--- config.mk ---
export PLATFORM = sky130hd
export DESIGN_NAME = byte_ring_fifo_with_unget_and_search
export DESIGN_NICKNAME = d
export VERILOG_FILES = /design/src/sv/brf_pkg.sv /design/src/sv/byte_ring_fifo_with_unget_and_search.sv /design/src/sv/brf_front.sv /design/src/sv/brf_back.sv
export SDC_FILE = /design/constraint.sdc
export NUM_CORES = 2
export LEC_CHECK = 0
export ABC_AREA = 1
export BUFFER_PORTS_ARGS = -buffer_cell sky130_fd_sc_hd__buf_4
export CORE_ASPECT_RATIO = 1.4
export CORE_UTILIZATION = 52
export DETAILED_ROUTE_END_ITERATION = 16
export PLACE_DENSITY = 0.73
export SYNTH_ARGS = -nofsm -noshare
export SYNTH_HDL_FRONTEND = slang
export SYNTH_SLANG_ARGS = --single-unit
--- constraint.sdc ---
create_clock -name clk -period 8.6 [get_ports clk]
set_clock_uncertainty 0.1 [all_clocks]
set_input_delay 1.72 -clock clk [delete_from_list [all_inputs] [get_ports clk]]
set_output_delay 1.72 -clock clk [all_outputs]
set_load 0.05 [all_outputs]
--- src/sv/brf_pkg.sv ---
// Shared types and constants for the byte ring FIFO with put-back and search.
// Used by brf_front, brf_back, the top level byte_ring_fifo_with_unget_and_search and its testbench.
// No dependencies.
`default_nettype none

package brf_pkg;

  localparam int DEPTH_DEF       = 256;
  localparam int MAX_PATTERN_DEF = 8;
  localparam int QUEUE_DEPTH     = 2;

  localparam int IN_TDATA_W  = 32;
  localparam int OUT_TDATA_W = 32;
  localparam int FILL_W      = 9;
  localparam int PAT_W       = 64;
  localparam int PLEN_W      = 4;

  // Register indexes of the configuration channel.
  localparam logic CFG_PATTERN = 1'b0;
  localparam logic CFG_LEN     = 1'b1;

  typedef enum logic [1:0] {
    REQ_PUSH     = 2'd0,
    REQ_PUT_BACK = 2'd1,
    REQ_DROP     = 2'd2,
    REQ_SEARCH   = 2'd3
  } req_kind_t;

  typedef enum logic [1:0] {
    ST_OK        = 2'd0,
    ST_FULL      = 2'd1,
    ST_TOO_FEW   = 2'd2,
    ST_NOT_FOUND = 2'd3
  } status_t;

  typedef enum logic [1:0] {
    BK_IDLE,
    BK_DROP_RD,
    BK_SEARCH,
    BK_HOLD
  } bk_state_t;

  typedef struct packed {
    req_kind_t    kind;
    logic [7:0]   data_byte;
    logic [8:0]   drop_count;
    logic [7:0]   start_offset;
  } cmd_t;

  typedef struct packed {
    status_t      status;
    logic         found;
    logic [7:0]   match_offset;
    logic [8:0]   fill_level;
    logic         is_full;
    logic [7:0]   head_byte;
  } res_t;

  typedef struct packed {
    logic [PLEN_W-1:0] len;
    logic [PAT_W-1:0]  bytes;
  } pat_cfg_t;

endpackage

`default_nettype wire

--- src/sv/byte_ring_fifo_with_unget_and_search.sv ---
// Circular byte FIFO with put-back at the head, bulk drop and pattern search.
//
// Requests arrive as beats on the in_ stream: in_tuser carries the request kind
// (push at tail, put back at head, drop from head, search) and in_tdata its operands.
// Every request beat yields exactly one result beat on the out_ stream, in order.
// The result carries a status in out_tuser, and the search outcome, fill level,
// full flag and current head byte in out_tdata. The search pattern and its length
// are written through the cfg_ channel, which is always ready; write it only while
// no request is outstanding.
//
// A request beat is written into a two-entry command queue, and the executor takes
// it from there. Push, put-back, refused requests and searches that cannot match are
// done in a single executor step that writes the output register. A drop that leaves
// bytes behind goes through the BK_DROP_RD state, since the new head byte comes from
// the store's registered read port. A search reads one held byte per cycle through
// that port, over at most DEPTH bytes per request.
//
// Reset empties the store and clears the pattern; the byte store itself is not
// cleared and needs no clearing pass. When the receiver stalls, the result waits in
// the output register, the executor holds, the queue fills and in_tready drops.
`default_nettype none

module byte_ring_fifo_with_unget_and_search
  import brf_pkg::*;
#(
  parameter int DEPTH       = DEPTH_DEF,
  parameter int MAX_PATTERN = MAX_PATTERN_DEF
) (
  input  wire logic                   clk,
  input  wire logic                   rst_n,
  // Request stream.
  input  wire logic                   in_tvalid,
  output logic                        in_tready,
  // [7:0] data_byte, [16:8] drop_count, [24:17] start_offset, [31:25] zero
  input  wire logic [IN_TDATA_W-1:0]  in_tdata,
  // [1:0] req_type
  input  wire logic [1:0]             in_tuser,
  // Result stream.
  output logic                        out_tvalid,
  input  wire logic                   out_tready,
  // [0] found, [8:1] match_offset, [17:9] fill_level, [18] is_full,
  // [26:19] head_byte, [31:27] zero
  output logic [OUT_TDATA_W-1:0]      out_tdata,
  // [1:0] status
  output logic [1:0]                  out_tuser,
  // Configuration writes: index 0 is pattern_bytes, index 1 is pattern_len.
  input  wire logic                   cfg_valid,
  output logic                        cfg_ready,
  input  wire logic                   cfg_index,
  input  wire logic [PAT_W-1:0]       cfg_data
);

  pat_cfg_t cfg_r, cfg_nxt;
  logic     cmd_valid;
  logic     cmd_pop;
  cmd_t     cmd;
  res_t     res;

  // Configuration registers; the port never stalls.
  assign cfg_ready = 1'b1;

  always_comb begin
    cfg_nxt = cfg_r;
    if (cfg_valid) begin
      case (cfg_index)
        CFG_PATTERN: cfg_nxt.bytes = cfg_data;
        CFG_LEN:     cfg_nxt.len   = cfg_data[PLEN_W-1:0];
        default:     cfg_nxt       = cfg_r;
      endcase
    end
  end

  always_ff @(posedge clk) begin
    if (!rst_n) begin
      cfg_r <= '0;
    end else begin
      cfg_r <= cfg_nxt;
    end
  end

  brf_front u_front (
    .clk       (clk),
    .rst_n     (rst_n),
    .in_tvalid (in_tvalid),
    .in_tready (in_tready),
    .in_tdata  (in_tdata),
    .in_tuser  (in_tuser),
    .cmd_valid (cmd_valid),
    .cmd       (cmd),
    .cmd_pop   (cmd_pop)
  );

  brf_back #(
    .DEPTH       (DEPTH),
    .MAX_PATTERN (MAX_PATTERN)
  ) u_back (
    .clk       (clk),
    .rst_n     (rst_n),
    .cmd_valid (cmd_valid),
    .cmd       (cmd),
    .cmd_pop   (cmd_pop),
    .cfg       (cfg_r),
    .out_valid (out_tvalid),
    .out_res   (res),
    .out_ready (out_tready)
  );

  // Pack the result beat, highest field first.
  assign out_tdata = {
    (OUT_TDATA_W - 27)'(0),
    res.head_byte,
    res.is_full,
    res.fill_level,
    res.match_offset,
    res.found
  };
  assign out_tuser = res.status;

  // A reported match always comes with an ok status.
  a_found_ok : assert property (@(posedge clk) disable iff (!rst_n)
    out_tvalid && res.found |-> res.status == ST_OK)
    else $error("found result without ok status");

  // A miss carries no match position.
  a_miss_clean : assert property (@(posedge clk) disable iff (!rst_n)
    out_tvalid && res.status == ST_NOT_FOUND |-> !res.found && res.match_offset == 8'd0)
    else $error("not-found result carries match data");

  // A refusal for lack of room must report a full store.
  a_full_refusal : assert property (@(posedge clk) disable iff (!rst_n)
    out_tvalid && res.status == ST_FULL |-> res.is_full)
    else $error("full refusal while store not full");

endmodule

`default_nettype wire

--- src/sv/brf_front.sv ---
// Front end: takes request beats, decodes them into commands and queues them.
// Depends on brf_pkg.
`default_nettype none

module brf_front
  import brf_pkg::*;
(
  input  wire logic                  clk,
  input  wire logic                  rst_n,
  input  wire logic                  in_tvalid,
  output logic                       in_tready,
  input  wire logic [IN_TDATA_W-1:0] in_tdata,
  input  wire logic [1:0]            in_tuser,
  output logic                       cmd_valid,
  output cmd_t                       cmd,
  input  wire logic                  cmd_pop
);

  localparam int QIW = (QUEUE_DEPTH > 1) ? $clog2(QUEUE_DEPTH) : 1;
  localparam int QCW = $clog2(QUEUE_DEPTH + 1);

  cmd_t             q_r [QUEUE_DEPTH];
  logic [QIW-1:0]   wr_r, wr_nxt;
  logic [QIW-1:0]   rd_r, rd_nxt;
  logic [QCW-1:0]   cnt_r, cnt_nxt;
  cmd_t             in_cmd;
  logic             push;

  always_comb begin
    in_cmd.kind         = req_kind_t'(in_tuser);
    in_cmd.data_byte    = in_tdata[7:0];
    in_cmd.drop_count   = in_tdata[16:8];
    in_cmd.start_offset = in_tdata[24:17];
  end

  assign in_tready = (cnt_r != QCW'(QUEUE_DEPTH));
  assign push      = in_tvalid && in_tready;
  assign cmd_valid = (cnt_r != '0);
  assign cmd       = q_r[rd_r];

  always_comb begin
    wr_nxt  = wr_r;
    rd_nxt  = rd_r;
    cnt_nxt = cnt_r;
    if (push) begin
      wr_nxt = (wr_r == QIW'(QUEUE_DEPTH - 1)) ? '0 : wr_r + 1'b1;
    end
    if (cmd_pop) begin
      rd_nxt = (rd_r == QIW'(QUEUE_DEPTH - 1)) ? '0 : rd_r + 1'b1;
    end
    if (push && !cmd_pop) begin
      cnt_nxt = cnt_r + 1'b1;
    end else if (!push && cmd_pop) begin
      cnt_nxt = cnt_r - 1'b1;
    end
  end

  always_ff @(posedge clk) begin
    if (!rst_n) begin
      wr_r  <= '0;
      rd_r  <= '0;
      cnt_r <= '0;
    end else begin
      wr_r  <= wr_nxt;
      rd_r  <= rd_nxt;
      cnt_r <= cnt_nxt;
    end
  end

  always_ff @(posedge clk) begin
    if (push) begin
      q_r[wr_r] <= in_cmd;
    end
  end

endmodule

`default_nettype wire

--- src/sv/brf_back.sv ---
// Back end: byte store, ring pointers, pattern search walker and result register.
// Depends on brf_pkg.
`default_nettype none

module brf_back
  import brf_pkg::*;
#(
  parameter int DEPTH       = DEPTH_DEF,
  parameter int MAX_PATTERN = MAX_PATTERN_DEF
) (
  input  wire logic     clk,
  input  wire logic     rst_n,
  input  wire logic     cmd_valid,
  input  wire cmd_t     cmd,
  output logic          cmd_pop,
  input  wire pat_cfg_t cfg,
  output logic          out_valid,
  output res_t          out_res,
  input  wire logic     out_ready
);

  localparam int AW = $clog2(DEPTH);
  localparam int CW = $clog2(DEPTH + 1);
  localparam int WW = (CW > FILL_W) ? CW : FILL_W;
  localparam int PW = $clog2(MAX_PATTERN + 1);

  logic [7:0]      mem [DEPTH];
  logic [7:0]      rd_data_r;
  logic            mem_we, mem_re;
  logic [AW-1:0]   mem_waddr, mem_raddr;
  logic [7:0]      mem_wdata;

  bk_state_t       state_r, state_nxt;
  logic [AW-1:0]   rp_r, rp_nxt;
  logic [AW-1:0]   wp_r, wp_nxt;
  logic [CW-1:0]   fill_r, fill_nxt;
  logic [7:0]      head_r, head_nxt;
  logic [CW-1:0]   iss_r, iss_nxt;
  logic [CW-1:0]   rd_off_r, rd_off_nxt;
  logic            rd_vld_r, rd_vld_nxt;
  logic [PW-1:0]   seen_r, seen_nxt;
  logic [7:0]      win_r [MAX_PATTERN];
  logic [7:0]      win_nxt [MAX_PATTERN];
  logic [7:0]      win_cur [MAX_PATTERN];
  res_t            res_r, res_nxt;
  res_t            out_r, out_nxt;
  logic            out_vld_r, out_vld_nxt;

  logic [PW-1:0]   plen;
  logic [PW-1:0]   seen_cur;
  logic            all_eq;
  logic            out_free;
  logic            emit, from_hold;
  status_t         st;
  logic            fnd;
  logic [CW-1:0]   moff;
  res_t            res_new;
  logic [WW-1:0]   cnt_w;
  logic [WW:0]     srch_end;

  function automatic logic [AW-1:0] wrap_add(input logic [AW-1:0] base,
                                             input logic [AW:0]   off);
    logic [AW:0] sum;
    sum = {1'b0, base} + off;
    if (sum >= (AW+1)'(DEPTH)) begin
      sum = sum - (AW+1)'(DEPTH);
    end
    return sum[AW-1:0];
  endfunction

  assign plen = (cfg.len > PLEN_W'(MAX_PATTERN)) ? PW'(MAX_PATTERN) : PW'(cfg.len);
  assign seen_cur = (seen_r == PW'(MAX_PATTERN)) ? seen_r : seen_r + 1'b1;
  assign out_free = !out_vld_r || out_ready;
  assign cnt_w    = WW'(cmd.drop_count);
  assign srch_end = (WW+1)'(cmd.start_offset) + (WW+1)'(plen);

  // Window of the most recent bytes, newest in slot 0.
  always_comb begin
    win_cur[0] = rd_data_r;
    for (int k = 1; k < MAX_PATTERN; k++) begin
      win_cur[k] = win_r[k-1];
    end
  end

  always_comb begin
    all_eq = 1'b1;
    for (int i = 0; i < MAX_PATTERN; i++) begin
      if (i < int'(plen)) begin
        if (win_cur[int'(plen) - 1 - i] != cfg.bytes[8*i +: 8]) begin
          all_eq = 1'b0;
        end
      end
    end
  end

  always_comb begin
    state_nxt  = state_r;
    rp_nxt     = rp_r;
    wp_nxt     = wp_r;
    fill_nxt   = fill_r;
    head_nxt   = head_r;
    iss_nxt    = iss_r;
    rd_off_nxt = rd_off_r;
    rd_vld_nxt = 1'b0;
    seen_nxt   = seen_r;
    win_nxt    = win_r;
    res_nxt    = res_r;
    out_nxt    = out_r;
    out_vld_nxt = out_vld_r && !out_ready;
    mem_we     = 1'b0;
    mem_waddr  = wp_r;
    mem_wdata  = cmd.data_byte;
    mem_re     = 1'b0;
    mem_raddr  = rp_r;
    cmd_pop    = 1'b0;
    emit       = 1'b0;
    from_hold  = 1'b0;
    st         = ST_OK;
    fnd        = 1'b0;
    moff       = '0;

    case (state_r)
      BK_IDLE: begin
        if (cmd_valid && out_free) begin
          cmd_pop = 1'b1;
          case (cmd.kind)
            REQ_PUSH: begin
              emit = 1'b1;
              if (fill_r == CW'(DEPTH)) begin
                st = ST_FULL;
              end else begin
                mem_we    = 1'b1;
                mem_waddr = wp_r;
                wp_nxt    = (wp_r == AW'(DEPTH - 1)) ? '0 : wp_r + 1'b1;
                fill_nxt  = fill_r + 1'b1;
                if (fill_r == '0) begin
                  head_nxt = cmd.data_byte;
                end
              end
            end
            REQ_PUT_BACK: begin
              emit = 1'b1;
              if (fill_r == CW'(DEPTH)) begin
                st = ST_FULL;
              end else begin
                rp_nxt    = (rp_r == '0) ? AW'(DEPTH - 1) : rp_r - 1'b1;
                mem_we    = 1'b1;
                mem_waddr = rp_nxt;
                fill_nxt  = fill_r + 1'b1;
                head_nxt  = cmd.data_byte;
              end
            end
            REQ_DROP: begin
              if (cnt_w > WW'(fill_r)) begin
                emit = 1'b1;
                st   = ST_TOO_FEW;
              end else if (cnt_w == '0) begin
                emit = 1'b1;
              end else if (cnt_w == WW'(fill_r)) begin
                // Emptied: pointers go back to the start of the ring.
                emit     = 1'b1;
                rp_nxt   = '0;
                wp_nxt   = '0;
                fill_nxt = '0;
              end else begin
                rp_nxt    = wrap_add(rp_r, (AW+1)'(cnt_w));
                fill_nxt  = fill_r - CW'(cnt_w);
                mem_re    = 1'b1;
                mem_raddr = rp_nxt;
                state_nxt = BK_DROP_RD;
              end
            end
            default: begin
              if (plen == '0 || srch_end > (WW+1)'(fill_r)) begin
                emit = 1'b1;
                st   = ST_NOT_FOUND;
              end else begin
                iss_nxt   = CW'(cmd.start_offset);
                seen_nxt  = '0;
                state_nxt = BK_SEARCH;
              end
            end
          endcase
        end
      end

      BK_DROP_RD: begin
        head_nxt = rd_data_r;
        if (out_free) begin
          emit      = 1'b1;
          state_nxt = BK_IDLE;
        end
      end

      BK_SEARCH: begin
        if (rd_vld_r) begin
          win_nxt  = win_cur;
          seen_nxt = seen_cur;
        end
        if (rd_vld_r && seen_cur >= plen && all_eq) begin
          fnd  = 1'b1;
          moff = rd_off_r + 1'b1 - CW'(plen);
        end else if (rd_vld_r && rd_off_r == CW'(fill_r - 1'b1)) begin
          st = ST_NOT_FOUND;
        end else begin
          if (iss_r < fill_r) begin
            mem_re     = 1'b1;
            mem_raddr  = wrap_add(rp_r, (AW+1)'(iss_r));
            iss_nxt    = iss_r + 1'b1;
            rd_off_nxt = iss_r;
            rd_vld_nxt = 1'b1;
          end
        end
        if (fnd || st == ST_NOT_FOUND) begin
          if (out_free) begin
            emit      = 1'b1;
            state_nxt = BK_IDLE;
          end else begin
            state_nxt = BK_HOLD;
          end
        end
      end

      BK_HOLD: begin
        if (out_free) begin
          emit      = 1'b1;
          from_hold = 1'b1;
          state_nxt = BK_IDLE;
        end
      end

      default: begin
        state_nxt = BK_IDLE;
      end
    endcase

    res_new.status       = st;
    res_new.found        = fnd;
    res_new.match_offset = 8'(moff);
    res_new.fill_level   = FILL_W'(fill_nxt);
    res_new.is_full      = (fill_nxt == CW'(DEPTH));
    res_new.head_byte    = (fill_nxt == '0) ? 8'd0 : head_nxt;

    if (state_r == BK_SEARCH) begin
      res_nxt = res_new;
    end
    if (emit) begin
      out_nxt     = from_hold ? res_r : res_new;
      out_vld_nxt = 1'b1;
    end
  end

  always_ff @(posedge clk) begin
    if (!rst_n) begin
      state_r   <= BK_IDLE;
      rp_r      <= '0;
      wp_r      <= '0;
      fill_r    <= '0;
      rd_vld_r  <= 1'b0;
      out_vld_r <= 1'b0;
    end else begin
      state_r   <= state_nxt;
      rp_r      <= rp_nxt;
      wp_r      <= wp_nxt;
      fill_r    <= fill_nxt;
      rd_vld_r  <= rd_vld_nxt;
      out_vld_r <= out_vld_nxt;
    end
  end

  always_ff @(posedge clk) begin
    head_r   <= head_nxt;
    iss_r    <= iss_nxt;
    rd_off_r <= rd_off_nxt;
    seen_r   <= seen_nxt;
    win_r    <= win_nxt;
    res_r    <= res_nxt;
    out_r    <= out_nxt;
  end

  always_ff @(posedge clk) begin
    if (mem_we) begin
      mem[mem_waddr] <= mem_wdata;
    end
  end

  always_ff @(posedge clk) begin
    if (mem_re) begin
      rd_data_r <= mem[mem_raddr];
    end
  end

  assign out_valid = out_vld_r;
  assign out_res   = out_r;

endmodule

`default_nettype wire

# Word-level counts from Yosys, hierarchy flattened
# Memory sizes are Yosys's and may differ from the RTL's. A register that Yosys moved wholly into a read port is not among the register bits.
# Index checks and enable logic that the tools add are counted.
[op_classes] n_reduce_logical=40 mux=156 magnitude_cmp=23 n_bitwise=11 n_eq_ne=40 add_sub_neg=26
[ops] op="$mux 8" count=47
[ops] op="$ge 32x4->1 const B" count=8
[ops] op="$not 32->32" count=8
[ops] op="$bmux 8 s3" count=8
[ops] op="$sub 32x4->32 const B" count=4
[ops] op="$mux 9" count=12
[ops] op="$pmux 8 s2" count=5
[ops] op="$ne 8x8->1" count=8
[ops] op="$sub 32x3->32 const B" count=2
[ops] op="$mux 1" count=51
[ops] op="$pmux 9 s2" count=2
[ops] op="$mux 2" count=16
[ops] op="$sub 32x2->32 const B" count=1
[ops] op="$mux 29" count=1
[ops] op="$logic_not 9->1" count=3
[ops] op="$mux 4" count=6
[ops] op="$sub 8x1->8 const B" count=3
[ops] op="$ne 2x2->1 const B" count=10
[ops] op="$add 8x9->9" count=2
[ops] op="$add 9x1->9 const B" count=2
[ops] op="$eq 9x9->1" count=2
[ops] op="$eq 9x9->1 const B" count=2
[ops] op="$ge 9x9->1 const B" count=2
[ops] op="$add 8x1->8 const B" count=2
[ops] op="44 further kinds" count=89
[totals] wordCells=332 input_bits=104 ff_bits=245 mem_bits_rw=2102 memories=2
[mem_list] name="u_back.mem" words=256 word_bits=8 rd=1 rd_ports_with_merged_regs=1 wr=1 line="brf_back.sv:27" source="logic [7:0] mem [DEPTH];"
[mem_list] name="u_front.q_r" words=2 word_bits=27 rd=1 rd_ports_with_merged_regs=1 wr=1 line="brf_front.sv:22" source="cmd_t q_r [QUEUE_DEPTH];"

# Longest topological paths before layout
[depth] depth_word=32 depth_mapped=42

# Hierarchy
# Synthesis repeated with hierarchy kept, for this count alone.
[unflattened] hier_cells=10718 hier_area_um2=109231.0
[modules_own_cells] mod="brf_back" instances=1 area_each_um2=103986.0 cells_each=10157 seq_area_each_um2=66563.8
[modules_own_cells] mod="byte_ring_fifo_with_unget_and_search" instances=1 area_each_um2=2960.3 cells_each=441 seq_area_each_um2=1361.3
[modules_own_cells] mod="brf_front" instances=1 area_each_um2=2284.7 cells_each=120 seq_area_each_um2=1721.7

# Worst setup path before layout
# OpenSTA, ideal clock, no wires.
[synth_timing] path_kind="reg2reg" startpoint="register (tool-made name)" endpoint="register u_back.out_r (netlist bit u_back.out_res[5]), data pin" setup_ps=152 n_path_buf=3 setup_slack_ps=3295 t_required_ps=8348 path_stages_with_launch=11 period_less_slack_ps=5305 arrival_ps=5053 path_cell_list="dfxtp_1 -> buf_2 -> inv_2 -> clkbuf_1 -> clkbuf_1 -> nand2_1 -> nand2_1 -> o22ai_1 -> a221oi_1 -> nand2_1 -> o21ai_0"
[synth_lines] element="end signal, assigned" line="brf_back.sv:278" source="out_r <= out_nxt;"
[synth_lines] element="end, declared" line="brf_back.sv:46" source="res_t out_r, out_nxt;"

# Worst setup path in the final report
[layout_timing] startpoint="register cfg_r[65] in the netlist's numbering" endpoint="register u_back.rd_data_r[0] (read register of u_back.mem), data pin"
[layout_between] elab_chain_cells=27
[layout_lines] element="start, declared" line="byte_ring_fifo_with_unget_and_search.sv:53" source="pat_cfg_t cfg_r, cfg_nxt;"
[layout_lines] element="start signal, assigned" line="byte_ring_fifo_with_unget_and_search.sv:77" source="cfg_r <= cfg_nxt;"
[layout_lines] element="$gt 4x4->1" line="brf_back.sv:71" source="assign plen = (cfg.len > PLEN_W'(MAX_PATTERN)) ? PW'(MAX_PATTERN) : PW'(cfg.len);"
[layout_lines] element="$mux 4 (*)" line="brf_back.sv:71"
[layout_lines] element="parallel branches: the longest is 22 deep, another holds $sub 32x2->32"
[layout_lines] element="$logic_and 1x1->1 (*)" line="brf_back.sv:200" source="if (rd_vld_r && seen_cur >= plen && all_eq) begin"
[layout_lines] element="$mux 8 or $mux 1 (tied branches)" line="brf_back.sv:200"
[layout_lines] element="$pmux 8 s2 or $pmux 1 s2 (tied branches)" line="brf_back.sv:122" source="case (state_r)"
[layout_lines] element="end, declared" line="brf_back.sv:28" source="logic [7:0] rd_data_r;"
# Every way passes the cells marked *. The select of a mux whose other input is x is not followed.
# A chain may end at the register's enable or synchronous reset.

==> results.tsv <==
stage	metric	value	unit
clock_network	CTS clk-pin slew, worst paths	0.06	ns
synthesis	warnings from Yosys	0	
sta	Final TNS setup	0	ns
detailed_routing	ANT nets after route	0	
detailed_routing	Routed WL	298.8	mm
cells_and_area	Reg area	69650	um^2
critical_path	Setup crit start kind	register	
critical_path	CP max FO	59	
clock_network	clock buffer count from CTS	218	
floorplan	Die Area	208500	um^2
synthesis	register area share after synthesis	0.6482	
clock_network	Root Buffer Master	clkbuf_16	
detailed_routing	drt drc	0	
synthesis	top cells by area, synth	edfxtp_1 (63%), nand3_1 (10%), nand2_1 (9.8%)	
critical_path	CP required	9.16	ns
sta	post-layout min period	7.689	ns
cells_and_area	Final Non-Filler Cells	13236	
clock_network	PostCTS Resize Cnt	0	
synthesis	multiplexer share of the synthesized area	0.0003726	
clock_network	clock tree buffer depth	4	
clock_network	CTS tree	built	
sta	final setup fails	0	
sta	Final period util	0.8941	
clock_network	post-CTS setup buffers	0	
synthesis	cells after synthesis	10533	
detailed_routing	Vias	77678	
run	max_cap viols	0	
synthesis	simple-gate share of the synthesized area	0.2482	
sta	Worst Tran Pin Value	1.185	ns
detailed_routing	First-pass DRT Iterations	8	
synthesis	Yosys cell types	50	
cells_and_area	area grow syn2layout	9.486	%
global_route	global-route wire length before repair	446.6	mm
synthesis	Post-Synth XOR/XNOR Area	0.003586	
sta	Hold Fails Final Rpt	0	
synthesis	post-synth top area share	0.6277	
synthesis	FF+latch count, synth	2356	
cells_and_area	most frequent cells in the layout	nand2_1 (2787), edfxtp_1 (2246), nand3_1 (2167)	
synthesis	Adder-Cell Fraction of Synth Area	0.009082	
critical_path	CP dominant cell by count	nand2_1	
cells_and_area	# fillers	16729	
detailed_routing	DR iter-0 viols	9682	
outcome	status	finished, final reports clean	
global_route	GRT overflow	0	
global_route	antenna violations before repair	4	
synthesis	main combinational cell family by area after synthesis	simple AND/OR/NAND/NOR gates	
clock_network	hold_buf cts	0	
place	Cells after DPL	12844	
global_route	largest net degree at the start of global routing	193	
critical_path	slowest CP cell	inv_1	
floorplan	row count	197	
sta	unrepaired setup endpoints after global routing	no	
global_route	vias in the first global route	74574	
critical_path	slowest cell delay on critical path	0.55	ns
critical_path	critical path class	reg -> reg	
cells_and_area	Final nets	10557	
synthesis	Compound-Gate Fraction of Synth Area	0.02959	
synthesis	Post-Syn Area	107500	um^2
clock_network	Skew-Pair Late Insertion Delay	0.87	ns
hold_path	Tightest Hold Check Type	reg -> reg	
place	post-DP HPWL	182.5	mm
place	GP Congestion	0.9659	
synthesis	number of enable flip-flop cells after synthesis	2246	
sta	Slew Viols, Final	0	
sta	highest clock rate	0.1301	GHz
floorplan	I/O pins	141	
floorplan	initial cell density of the core	0.5227	
critical_path	Crit. End Element	register	
place	number of I/O port buffers	127	
clock_network	CTS Sinks	2356	
synthesis	ys async rst share	0	
cells_and_area	Multi-input gate area	31470	um^2
synthesis	Synth area leader	edfxtp_1	
clock_network	H-Tree Depth	4	
synthesis	top_reg_cell synth	edfxtp_1	
critical_path	crit path DAT	8.25	ns
global_route	All-Layer GR Usage	0.2812	
floorplan	Die X	386.2	um
cells_and_area	leading cell type in the layout, fill and taps excluded	nand2_1	
sta	Hold WS	0.3521	ns
detailed_routing	WL per Instance	22.58	um
detailed_routing	Vias/cell	5.869	
floorplan	Core Box Area	205600	um^2
cells_and_area	share of cells above drive strength 1	0.06259	
synthesis	syn_area_per_cell	10.20	um^2
sta	Max transition margin	0.2073	
floorplan	die height	539.9	um
-- critical path, delay by kind of cell, from the launching register on --
family | cells | cell delay [ns]
simple gates | 28 | 4.25
buf+inv | 5 | 1.98
compound gates | 1 | 0.33
flops | 1 | 0.30
fa+ha+maj | 1 | 0.37
-- cells by family after synthesis --
kind of cell	Yosys count
buffers and inverters	1592
muxes	4
other	2
DFF	2356
and+or+nand+nor	5920
xor gates and xnor gates	44
adders and majority gates	75
AOI/OAI and AO/OA	540
-- flip-flops by register name, summed over array words and instances, names as in the netlist, 2 cells and up, named ones only --
register and count:
cfg_r 68, u_back.fill_r 9, u_back.head_r 8, u_back.iss_r 9, u_back.mem 2048, u_back.out_res 29
u_back.rd_data_r 8, u_back.rd_off_r 9, u_back.res_r 29, u_back.rp_r 8, u_back.seen_r 4, u_back.state_r 2
u_back.win_cur 56, u_back.wp_r 8, u_front.cnt_r 2, u_front.q_r 54
-- stage by stage --
step                instance area [um^2]  utilization  setup slack (ns)
floorplan                         107500            -             3.295
finish                            117600       0.5723            0.9107
global route                      117600       0.5723            0.5730
CTS                               117600       0.5722             1.166
global placement                  110800       0.5387             1.206
detailed placement                110800       0.5387             1.238
-- layer usage --
metal,GRT usage,part of all wire
met5,0,0.000040
met4,0.1622,0.062
met3,0.04594,0.083
met2,0.4699,0.49
met1,0.3436,0.37
-- final timing paths --
path                            from             endpoint  slack [ns]  cells past startpoint
setup reg to reg           cfg_r[65]  u_back.rd_data_r[0]        0.91                     35
hold / removal    u_back.win_cur[37]   u_back.win_cur[29]        0.35                      0
hold reg to reg   u_back.win_cur[37]   u_back.win_cur[29]        0.35                      0
setup / recovery           cfg_r[65]  u_back.rd_data_r[0]        0.91                     35
-- cell usage after synthesis, types with 7 or more instances --
cell type / number
nand2_1: 2802
edfxtp_1: 2246
nand3_1: 2168
inv_1: 894
nor2_1: 456
nand3b_1: 420
buf_2: 370
clkbuf_1: 250
o21ai_0: 185
a21oi_1: 124
o211ai_1: 123
dfxtp_1: 110
ha_1: 70
o21ai_1: 40
buf_1: 35
xor2_1: 28
nor3_1: 26
o22ai_1: 19
buf_4: 16
xnor2_1: 16
nand4_1: 13
or2_2: 12
clkinv_1: 11
a31oi_1: 10
inv_2: 9
nand2_2: 9
a221oi_1: 7
nor4_1: 7
-- cell type report --
| cell class | count | share of cell area |
|---|---|---|
| sequential | 2356 | 0.5920 |
| multi-input combinational | 6589 | 0.2675 |
| clock buffer | 267 | 0.04874 |
| inverter | 915 | 0.02930 |
| tap | 2686 | 0.02857 |
| timing repair buffer | 298 | 0.02401 |
| clock inverter | 119 | 0.009752 |
| antenna | 6 | 0.0001276 |
Power is not shown: default switching activity piles up to over one toggle a cycle in this logic, so the estimate is an artifact.
